<file path="config.mk">
export PLATFORM = sky130hd
export DESIGN_NAME = byte_stream_find_replace
export DESIGN_NICKNAME = d
export VERILOG_FILES = /design/src/hw/rtl/bsfr_pkg.sv /design/src/hw/rtl/bsfr_front.sv /design/src/hw/rtl/bsfr_queue.sv /design/src/hw/rtl/bsfr_back.sv /design/src/hw/rtl/byte_stream_find_replace.sv
export SDC_FILE = /design/constraint.sdc
export NUM_CORES = 1
export LEC_CHECK = 0
export CAP_MARGIN = 20
export CORE_ASPECT_RATIO = 1.2
export CORE_MARGIN = 5
export CORE_UTILIZATION = 49
export DETAILED_ROUTE_END_ITERATION = 12
export DONT_BUFFER_PORTS = 1
export GPL_TIMING_DRIVEN = 0
export SLEW_MARGIN = 40
export SYNTH_ARGS = -nofsm -noshare
export SYNTH_HDL_FRONTEND = slang
export SYNTH_SLANG_ARGS = --single-unit
</file>
<file path="constraint.sdc">
create_clock -name clk -period 13.5 [get_ports clk]
set_clock_uncertainty 0.1 [all_clocks]
set_input_delay 1.35 -clock clk [delete_from_list [all_inputs] [get_ports clk]]
set_output_delay 1.35 -clock clk [all_outputs]
set_load 0.005 [all_outputs]
</file>
<file path="src/hw/rtl/bsfr_pkg.sv">
`default_nettype none
package bsfr_pkg;

  // Largest number of bytes that any single transaction can produce, and the
  // hard ceiling on pattern and replacement length.
  localparam int SLOTS = 16;
  localparam int LEN_W = 5;
  localparam int IDX_W = 4;

  // Depth of the queue between the classifying front end and the emitter.
  localparam int QDEPTH = 4;
  localparam int QPTR_W = 2;
  localparam int QCNT_W = 3;

  // One queued burst: up to SLOTS bytes to emit in order, their number, and
  // whether the final one closes the text. A zero count with last set is a
  // bare end marker.
  typedef struct packed {
    logic [8*SLOTS-1:0] payload;
    logic [LEN_W-1:0]   count;
    logic               last;
  } cmd_t;

endpackage
`default_nettype wire

</file>
<file path="src/hw/rtl/bsfr_front.sv">
`default_nettype none
module bsfr_front #(
  parameter int MAX_PATTERN     = 16,
  parameter int MAX_REPLACEMENT = 16
) (
  input  wire logic                clk,
  input  wire logic                rst_n,
  input  wire logic                cfg_we,
  input  wire logic [2:0]          cfg_index,
  input  wire logic [63:0]         cfg_wdata,
  input  wire logic                in_tvalid,
  output logic                     in_tready,
  input  wire logic [7:0]          in_data,
  input  wire logic                in_last,
  input  wire logic                q_full,
  output logic                     q_push,
  output bsfr_pkg::cmd_t           q_cmd
);

  localparam int WIN = (MAX_PATTERN < bsfr_pkg::SLOTS) ? MAX_PATTERN : bsfr_pkg::SLOTS;
  localparam int REP = (MAX_REPLACEMENT < bsfr_pkg::SLOTS) ? MAX_REPLACEMENT
                                                           : bsfr_pkg::SLOTS;
  localparam int IW = $clog2(WIN);
  localparam int FW = $clog2(WIN + 1);
  localparam logic [4:0] WIN_LEN = 5'(WIN);
  localparam logic [4:0] REP_LEN = 5'(REP);

  localparam logic [2:0] REG_PATTERN_LENGTH     = 3'd0;
  localparam logic [2:0] REG_PATTERN_LOW        = 3'd1;
  localparam logic [2:0] REG_PATTERN_HIGH       = 3'd2;
  localparam logic [2:0] REG_REPLACEMENT_LENGTH = 3'd3;
  localparam logic [2:0] REG_REPLACEMENT_LOW    = 3'd4;
  localparam logic [2:0] REG_REPLACEMENT_HIGH   = 3'd5;

  logic [4:0]    pat_len_r;
  logic [63:0]   pat_lo_r;
  logic [63:0]   pat_hi_r;
  logic [4:0]    rep_len_r;
  logic [63:0]   rep_lo_r;
  logic [63:0]   rep_hi_r;
  logic [FW-1:0] fill_r;
  logic [FW-1:0] fill_nxt;
  logic [7:0]    win_r   [WIN];
  logic [7:0]    win_nxt [WIN];
  logic [7:0]    wn      [WIN];

  logic [4:0]    plen;
  logic [4:0]    rlen;
  logic [4:0]    fill5;
  logic [4:0]    slot5;
  logic [4:0]    slot_plus;
  logic [IW-1:0] slot;
  logic [127:0]  pat_all;
  logic [127:0]  rep_all;
  logic          full;
  logic          match;
  logic          in_acc;

  assign in_tready = !q_full;
  assign in_acc    = in_tvalid && in_tready;
  assign pat_all   = {pat_hi_r, pat_lo_r};
  assign rep_all   = {rep_hi_r, rep_lo_r};

  // Effective lengths and the slot that the incoming byte lands in.
  always_comb begin
    plen      = (pat_len_r > WIN_LEN) ? WIN_LEN : pat_len_r;
    rlen      = (rep_len_r > REP_LEN) ? REP_LEN : rep_len_r;
    fill5     = 5'(fill_r);
    slot5     = (fill5 >= plen) ? 5'd0 : fill5;
    slot      = slot5[IW-1:0];
    slot_plus = slot5 + 5'd1;
    full      = (slot_plus == plen);
  end

  // Window with the new byte inserted, and its comparison with the pattern.
  always_comb begin
    match = 1'b1;
    for (int i = 0; i < WIN; i++) begin
      wn[i] = (slot == IW'(i)) ? in_data : win_r[i];
      if ((5'(i) < plen) && (wn[i] != pat_all[8*i +: 8])) begin
        match = 1'b0;
      end
    end
  end

  // Classify the transaction into at most one burst for the emitter.
  always_comb begin
    win_nxt       = wn;
    fill_nxt      = fill_r;
    q_push        = 1'b0;
    q_cmd         = '0;
    q_cmd.last    = in_last;
    for (int i = 0; i < WIN; i++) begin
      q_cmd.payload[8*i +: 8] = wn[i];
    end
    if (plen == 5'd0) begin
      // Pass-through: the byte sits in the lowest slot.
      q_cmd.count = 5'd1;
      q_push      = 1'b1;
      fill_nxt    = '0;
    end else if (full && match) begin
      q_cmd.payload = rep_all;
      q_cmd.count   = rlen;
      q_push        = in_last || (rlen != 5'd0);
      fill_nxt      = '0;
    end else if (full) begin
      q_push = 1'b1;
      if (in_last) begin
        q_cmd.count = plen;
        fill_nxt    = '0;
      end else begin
        q_cmd.count = 5'd1;
        fill_nxt    = FW'(plen - 5'd1);
        for (int i = 0; i < WIN - 1; i++) begin
          win_nxt[i] = wn[i+1];
        end
      end
    end else if (in_last) begin
      q_cmd.count = slot_plus;
      q_push      = 1'b1;
      fill_nxt    = '0;
    end else begin
      fill_nxt = FW'(slot_plus);
    end
    q_push = q_push && in_acc;
  end

  // Configuration registers and window fill level.
  always_ff @(posedge clk) begin
    if (!rst_n) begin
      pat_len_r <= '0;
      pat_lo_r  <= '0;
      pat_hi_r  <= '0;
      rep_len_r <= '0;
      rep_lo_r  <= '0;
      rep_hi_r  <= '0;
      fill_r    <= '0;
    end else begin
      // A write to the pattern length empties the window.
      if (cfg_we && (cfg_index == REG_PATTERN_LENGTH)) begin
        fill_r <= '0;
      end else if (in_acc) begin
        fill_r <= fill_nxt;
      end
      if (cfg_we) begin
        unique case (cfg_index)
          REG_PATTERN_LENGTH:     pat_len_r <= cfg_wdata[4:0];
          REG_PATTERN_LOW:        pat_lo_r  <= cfg_wdata;
          REG_PATTERN_HIGH:       pat_hi_r  <= cfg_wdata;
          REG_REPLACEMENT_LENGTH: rep_len_r <= cfg_wdata[4:0];
          REG_REPLACEMENT_LOW:    rep_lo_r  <= cfg_wdata;
          REG_REPLACEMENT_HIGH:   rep_hi_r  <= cfg_wdata;
          default: begin
          end
        endcase
      end
    end
  end

  // Window bytes carry no reset; only the fill level says which are valid.
  always_ff @(posedge clk) begin
    if (in_acc && (plen != 5'd0)) begin
      win_r <= win_nxt;
    end
  end

endmodule
`default_nettype wire

</file>
<file path="src/hw/rtl/bsfr_queue.sv">
`default_nettype none
module bsfr_queue (
  input  wire logic            clk,
  input  wire logic            rst_n,
  input  wire logic            push,
  input  wire bsfr_pkg::cmd_t  push_cmd,
  input  wire logic            pop,
  output bsfr_pkg::cmd_t       head,
  output logic                 empty,
  output logic                 full
);

  bsfr_pkg::cmd_t                   mem_r [bsfr_pkg::QDEPTH];
  logic [bsfr_pkg::QPTR_W-1:0]      wr_ptr_r;
  logic [bsfr_pkg::QPTR_W-1:0]      rd_ptr_r;
  logic [bsfr_pkg::QCNT_W-1:0]      cnt_r;
  logic                             do_push;
  logic                             do_pop;

  assign empty   = (cnt_r == '0);
  assign full    = (cnt_r == bsfr_pkg::QCNT_W'(bsfr_pkg::QDEPTH));
  assign do_push = push && !full;
  assign do_pop  = pop && !empty;
  assign head    = mem_r[rd_ptr_r];

  // Pointers and occupancy.
  always_ff @(posedge clk) begin
    if (!rst_n) begin
      wr_ptr_r <= '0;
      rd_ptr_r <= '0;
      cnt_r    <= '0;
    end else begin
      if (do_push) begin
        wr_ptr_r <= wr_ptr_r + 1'b1;
      end
      if (do_pop) begin
        rd_ptr_r <= rd_ptr_r + 1'b1;
      end
      if (do_push && !do_pop) begin
        cnt_r <= cnt_r + 1'b1;
      end else if (do_pop && !do_push) begin
        cnt_r <= cnt_r - 1'b1;
      end
    end
  end

  // Entry storage.
  always_ff @(posedge clk) begin
    if (do_push) begin
      mem_r[wr_ptr_r] <= push_cmd;
    end
  end

endmodule
`default_nettype wire

</file>
<file path="src/hw/rtl/bsfr_back.sv">
`default_nettype none
module bsfr_back (
  input  wire logic            clk,
  input  wire logic            rst_n,
  input  wire bsfr_pkg::cmd_t  head,
  input  wire logic            empty,
  output logic                 pop,
  output logic                 out_tvalid,
  input  wire logic            out_tready,
  output logic [7:0]           out_byte,
  output logic                 out_present,
  output logic                 out_last
);

  logic [bsfr_pkg::IDX_W-1:0] idx_r;
  logic                       valid_r;
  logic [7:0]                 byte_r;
  logic                       present_r;
  logic                       last_r;
  logic                       load;
  logic                       take;
  logic                       bare;
  logic                       final_byte;

  assign out_tvalid  = valid_r;
  assign out_byte    = byte_r;
  assign out_present = present_r;
  assign out_last    = last_r;

  // The output register refills when empty or when its transaction completes.
  assign load       = !valid_r || out_tready;
  assign take       = load && !empty;
  assign bare       = (head.count == '0);
  assign final_byte = bare || ((5'(idx_r) + 5'd1) == head.count);
  assign pop        = take && final_byte;

  // Control: output valid and position within the current burst.
  always_ff @(posedge clk) begin
    if (!rst_n) begin
      valid_r <= 1'b0;
      idx_r   <= '0;
    end else if (load) begin
      valid_r <= !empty;
      if (take) begin
        idx_r <= final_byte ? '0 : idx_r + 1'b1;
      end
    end
  end

  // Payload of the output register.
  always_ff @(posedge clk) begin
    if (take) begin
      byte_r    <= bare ? 8'd0 : head.payload[8*idx_r +: 8];
      present_r <= !bare;
      last_r    <= head.last && final_byte;
    end
  end

endmodule
`default_nettype wire

</file>
<file path="src/hw/rtl/byte_stream_find_replace.sv">
// Streaming find-and-replace on a byte stream.
// Input channel in_*: one text byte per transaction in in_tdata, with in_tlast
// set on the final byte of a text. Output channel out_*: one result per
// transaction; out_tdata is the byte, out_tuser says a byte is present (a
// zero there is a bare end marker), out_tlast closes the output text.
// Configuration port cfg_*: six registers (pattern length, pattern bytes low
// and high, replacement length, replacement bytes low and high); the user must
// write them only while the block is idle (not enforced). Writing the pattern
// length empties the window. The front end classifies each accepted byte and
// queues a burst of up to 16 results; the emitter drains a burst at one result
// per cycle while out_tready is high, so an input byte is accepted every cycle
// until a replacement or flush burst fills the four-entry queue. Reset clears
// the configuration, the window fill level, the queue and the output register.
// When the receiver stalls the output register holds, the queue fills and
// in_tready falls; nothing is lost or repeated.
`default_nettype none
module byte_stream_find_replace #(
  parameter int MAX_PATTERN     = 16,
  parameter int MAX_REPLACEMENT = 16
) (
  input  wire logic        clk,
  input  wire logic        rst_n,
  input  wire logic        cfg_we,
  input  wire logic [2:0]  cfg_index,
  input  wire logic [63:0] cfg_wdata,
  input  wire logic        in_tvalid,
  output logic             in_tready,
  input  wire logic [7:0]  in_tdata,   // [7:0] data_byte
  input  wire logic        in_tlast,   // end_of_text
  output logic             out_tvalid,
  input  wire logic        out_tready,
  output logic [7:0]       out_tdata,  // [7:0] out_byte
  output logic             out_tuser,  // byte_present
  output logic             out_tlast   // out_last
);

  bsfr_pkg::cmd_t push_cmd;
  bsfr_pkg::cmd_t head;
  logic           push;
  logic           pop;
  logic           q_empty;
  logic           q_full;

  // Front end: configuration, window and classification.
  bsfr_front #(
    .MAX_PATTERN     (MAX_PATTERN),
    .MAX_REPLACEMENT (MAX_REPLACEMENT)
  ) u_front (
    .clk       (clk),
    .rst_n     (rst_n),
    .cfg_we    (cfg_we),
    .cfg_index (cfg_index),
    .cfg_wdata (cfg_wdata),
    .in_tvalid (in_tvalid),
    .in_tready (in_tready),
    .in_data   (in_tdata),
    .in_last   (in_tlast),
    .q_full    (q_full),
    .q_push    (push),
    .q_cmd     (push_cmd)
  );

  // Burst queue between the two halves.
  bsfr_queue u_queue (
    .clk      (clk),
    .rst_n    (rst_n),
    .push     (push),
    .push_cmd (push_cmd),
    .pop      (pop),
    .head     (head),
    .empty    (q_empty),
    .full     (q_full)
  );

  // Emitter with the output register.
  bsfr_back u_back (
    .clk         (clk),
    .rst_n       (rst_n),
    .head        (head),
    .empty       (q_empty),
    .pop         (pop),
    .out_tvalid  (out_tvalid),
    .out_tready  (out_tready),
    .out_byte    (out_tdata),
    .out_present (out_tuser),
    .out_last    (out_tlast)
  );

endmodule
`default_nettype wire

</file>
==> results.md <==
- In the final layout, flip-flops and latches occupy 0.0259 mm^2.
- TritonCTS built the clock tree.
- The biggest fanout along the worst timing path is 31.
- The leakage power figure is 16.3 nW.
- After detailed placement, the total cell area comes to 0.0462 mm^2.
- The final number of setup-violating endpoints is 0.
- In this run the tightest slew margin relative to its limit is 0.354.
- Of all flip-flops after synthesis, the portion carrying an async set or reset was 0.
- The clock tree synthesis step divided the H-tree into 3 levels.
- The dominant cell type by area after synthesis is sky130_fd_sc_hd__edfxtp_1.
- The synthesized design contains 959 register bits.
- Of the total synthesized cell area, the portion taken by AND, OR, NAND and NOR gates is 0.0867.
- The global-route wire length before repair is 225000 um.
- Power spread over the standard cell area amounts to 148 mW/mm^2.
- The total number of nets in the final design is 3698.
- In the post-synthesis netlist, the biggest area contributors are sky130_fd_sc_hd__edfxtp_1, sky130_fd_sc_hd__dfxtp_1, sky130_fd_sc_hd__mux4_2.
- The core box area is 0.0892 mm^2.
- The number of buffers inserted during clock tree synthesis is 96.
- The share of cells above drive strength 1 is 0.151.
- The run finished with clean final reports.
- The final cycle utilization of the critical path is 0.655.
- In this run, the number of DRC markers left after iteration 0 of detailed routing was 3845.
- Buffers placed on the I/O ports in this run total 0.
- The first detailed-routing pass ran for 6 iterations.
- The number of nets produced by synthesis is 3573.
- Derived from the worst setup path, the maximum achievable clock frequency is 113 MHz.
- The primary flip-flop cell chosen by synthesis mapping is sky130_fd_sc_hd__edfxtp_1.
- STA puts the critical path data required time at 13.80 ns.
- In the final layout, the multi-input gates occupy 0.0166 mm^2.
- The die covers 0.0959 mm^2.
- The count of cells resized by post-cts repair is 0.
- The share of the synthesized area in compound gates (AO/OA/AOI/OAI) is 0.102.
- For the pin with the worst max-slew slack, the measured transition is 0.943 ns.
- The number of synthesized flops with an enable pin is 674.
- After detailed routing, the average wire length per cell comes to 33.6 um.
- The longest clock path from root to sink contains 3 buffers.
- Each instance of the synthesized netlist takes up on average 12.7 um^2.
- The number of filler instances in the final layout is 7490.
- The HPWL after detailed placement is 123000 um.
- Counting distinct cell types in the post-synthesis netlist gives 83.
- The share of the synthesized netlist area taken by xor and xnor gates is 0.0189.
- The path class of the tightest hold or removal check is register to register.
- Setup repair after global routing left no endpoint under its margin.
- The hold violation total from the final report is 0.
- Subtracting the final worst setup slack from the clock period gives 8.85 ns.
- STA classifies the critical path startpoint as a register.
- The die is 338 um tall.
- The worst IR drop on VDD is 0.107 mV.
- The width of the die is 284 um.
- The congestion estimate from routability-driven global placement came to 1.01.
- Of the synthesized area, sequential elements account for 0.589.
- The number of global-route vias before repair was 29872.
- The CTS root buffer is sky130_fd_sc_hd__clkbuf_16.
- The count of clock tree sinks is 959.
- The area of the mapped netlist is 0.0440 mm^2.
- The later-pin clock latency in the skew report is 0.69 ns.
- Synthesis produced a netlist whose cell count is 3474.
- In this run, placement finished with an instance count of 4660.
- The worst hold slack is 0.362 ns.
- Relative to the synthesized area, the layout overhead comes to 12.4%.
- The total wire length after detailed routing is 163000 um.
- The final global-route overflow total is 0.
- The count of unresolved DRC violations after routing is 0.
- The count of nets left with antenna violations once routing finished came out at 0.
- The worst setup path is captured at a register.
- The total routing resource utilization after global routing is 0.331.
- Adding up every negative setup slack in the final design gives 0 ns.
- The critical path start-end classification is register to register.
- The max-capacitance violation count is 0.
- The count of synthesis-stage warnings from yosys is 0.
- After synthesis, the largest family of logic cells by area is multiplexers.
- The total number of placement rows is 120.
- The routed layout has 30472 vias.
- The count of hold-fix buffers inserted at cts is 0.
- For this configuration, the core starts out at a cell density of 0.494.
- The number of vias per cell after detailed routing is 6.28.
- The buffer count from post-CTS setup fixing is 0.
- Entering global routing, the biggest net connects 37 pins.
- The max-slew violation count came to 0.
- The initial antenna violation count is 18.
- The final core utilization is 0.555.
- The top-level I/O count is 93.
- The adder-cell share of the synthesized area is 0.00529.
- The post-route non-filler standard cell count is 4854.
- The multiplexer area fraction after synthesis is 0.159.
- After clock tree synthesis, the clock-pin slew on the worst setup and hold paths is 0.06 ns.
- STA puts the critical path data arrival time at 9.15 ns.
- The share of synthesized area in the top cell type comes to 0.460.
- The final instance area is 0.0495 mm^2.
-- metrics by stage --
step / setup WS (ns) / total power, W
finish: 4.65 / 0.00734
global route: 4.27 / 0.00755
CTS: 4.81 / 0.00737
detailed placement: 4.80 / 0.00470
global placement: 0.671 / 0.00467
floorplan: 5.69 / 0.00424
-- state kept, by name (all words and copies together), names as in the netlist, named ones only --
name and flops:
u_front.pat_lo_r 64, u_front.rep_lo_r 64, u_front.fill5 5, u_front.rep_len_r 5, u_queue.rd_ptr_r 2, u_front.pat_len_r 5, u_front.pat_hi_r 64, u_queue.wr_ptr_r 2
u_back.out_present 1, u_front.rep_hi_r 64, u_back.idx_r 4, u_back.out_last 1, u_front.win_r 128, u_back.out_byte 8, u_queue.mem_r 536, u_queue.cnt_r 3
u_back.out_tvalid 1
-- where the power goes --
group          leakage [nW]  switching, W  internal, W
Sequential             8.48     0.0000815      0.00341
Clock                  1.59       0.00118      0.00153
Combinational          6.28      0.000677     0.000452
-- cells in the mapped netlist, drive strengths merged, types with 7 or more instances --
master   count
ha          17
a221o       14
dfxtp      285
nor3        15
a22o         9
o221ai      10
o22ai       55
o21a        11
edfxtp     674
nand3       29
xnor2       56
mux2        46
a222oi      17
and3        15
nand2b      11
nor4        21
o2bb2ai      8
xor2        39
nand2      613
a221oi      11
o2111ai      7
or3         16
nor2b       29
a21boi     260
and2        18
inv        196
o21ai       60
o221a       18
buf         71
nand4       12
nor2        91
a21o         9
mux4       174
a21oi       75
clkbuf     152
mux2i      257
-- path summary, 6_finish.rpt --
kind / start / end / slack [ns] / cells past startpoint
max: u_front.pat_len_r[4] / u_queue.mem_r[2][128] / 4.65 / 26
min reg2reg: u_front.rep_hi_r[60] / u_front.rep_hi_r[60] / 0.36 / 2
max reg2reg: u_front.pat_len_r[4] / u_queue.mem_r[2][128] / 4.65 / 26
min: u_front.rep_hi_r[60] / u_front.rep_hi_r[60] / 0.36 / 2
-- cell type report --
class / instances / area share
clock buffers: 144 / 0.0584
diodes: 12 / 0.000607
flip-flops and latches: 959 / 0.524
repair buffers: 27 / 0.0102
clock inverters: 38 / 0.00667
plain buffers: 223 / 0.0205
inverters: 199 / 0.0151
multi-input cells: 2093 / 0.335
well taps: 1159 / 0.0293
-- cell usage in the layout (no fill, tap or decap), types with 18 or more instances in the layout --
| master | Yosys | final |
|---|---|---|
| sky130_fd_sc_hd__a21boi_0 | 260 | 259 |
| sky130_fd_sc_hd__nand3_1 | 28 | 27 |
| sky130_fd_sc_hd__buf_2 | 28 | 44 |
| sky130_fd_sc_hd__inv_1 | 195 | 195 |
| sky130_fd_sc_hd__clkbuf_1 | 152 | 145 |
| sky130_fd_sc_hd__nor2_1 | 91 | 89 |
| sky130_fd_sc_hd__buf_12 | 0 | 19 |
| sky130_fd_sc_hd__edfxtp_1 | 674 | 674 |
| sky130_fd_sc_hd__xor2_1 | 39 | 39 |
| sky130_fd_sc_hd__a21oi_1 | 75 | 75 |
| sky130_fd_sc_hd__o22ai_1 | 55 | 55 |
| sky130_fd_sc_hd__clkbuf_2 | 0 | 34 |
| sky130_fd_sc_hd__mux2i_1 | 257 | 222 |
| sky130_fd_sc_hd__dfxtp_1 | 285 | 285 |
| sky130_fd_sc_hd__o221a_2 | 18 | 18 |
| sky130_fd_sc_hd__buf_4 | 17 | 18 |
| sky130_fd_sc_hd__clkbuf_16 | 0 | 104 |
| sky130_fd_sc_hd__mux2i_2 | 0 | 35 |
| sky130_fd_sc_hd__nor2b_1 | 29 | 29 |
| sky130_fd_sc_hd__o21ai_0 | 56 | 55 |
| sky130_fd_sc_hd__mux4_2 | 174 | 174 |
| sky130_fd_sc_hd__clkinv_2 | 0 | 19 |
| sky130_fd_sc_hd__xnor2_1 | 56 | 56 |
| sky130_fd_sc_hd__nand2_1 | 612 | 610 |
| sky130_fd_sc_hd__mux2_1 | 28 | 28 |
-- layer usage --
layer | global-route usage | routed length, um | vias up | share of wire
li1 | - | - | 13042 | -
met1 | 0.417 | 60500 | 15411 | 0.37
met2 | 0.543 | 77400 | 1600 | 0.47
met3 | 0.0686 | 14700 | 419 | 0.090
met4 | 0.173 | 10600 | 0 | 0.065
met5 | 0 | 0 | - | 0
-- worst max-delay path, cell delays in order (launching register included) --
cell and delay [ns]:
sky130_fd_sc_hd__dfxtp_1 0.45, sky130_fd_sc_hd__inv_1 0.18, sky130_fd_sc_hd__nand2_1 0.27, sky130_fd_sc_hd__ha_1 0.30
sky130_fd_sc_hd__a21oi_1 0.18, sky130_fd_sc_hd__o21ai_1 0.16, sky130_fd_sc_hd__buf_2 0.24, sky130_fd_sc_hd__a21oi_1 0.60
sky130_fd_sc_hd__nand2_1 0.37, sky130_fd_sc_hd__inv_1 0.16, sky130_fd_sc_hd__ha_1 0.32, sky130_fd_sc_hd__nand3_1 0.24
sky130_fd_sc_hd__a21o_1 0.21, sky130_fd_sc_hd__buf_2 0.23, sky130_fd_sc_hd__mux2i_1 0.63, sky130_fd_sc_hd__nor2_1 0.11
sky130_fd_sc_hd__a2111oi_2 0.66, sky130_fd_sc_hd__a31oi_1 0.31, sky130_fd_sc_hd__nor4_2 0.49, sky130_fd_sc_hd__nand3_2 0.37
sky130_fd_sc_hd__o31a_1 0.39, sky130_fd_sc_hd__clkbuf_1 0.30, sky130_fd_sc_hd__and2_4 0.39, sky130_fd_sc_hd__buf_12 0.24
sky130_fd_sc_hd__buf_12 0.20, sky130_fd_sc_hd__buf_12 0.20, sky130_fd_sc_hd__buf_12 0.20
-- cell families after synthesis --
kind of cell             count (synthesis)
flip-flops                             959
AO/OA/AOI/OAI                          612
adder cells (fa/ha/maj)                 18
multiplexers                           477
buffers and inverters                  422
XOR/XNOR                                95
AND/OR/NAND/NOR                        891
Note: power is estimated with default switching activity, not from simulation.
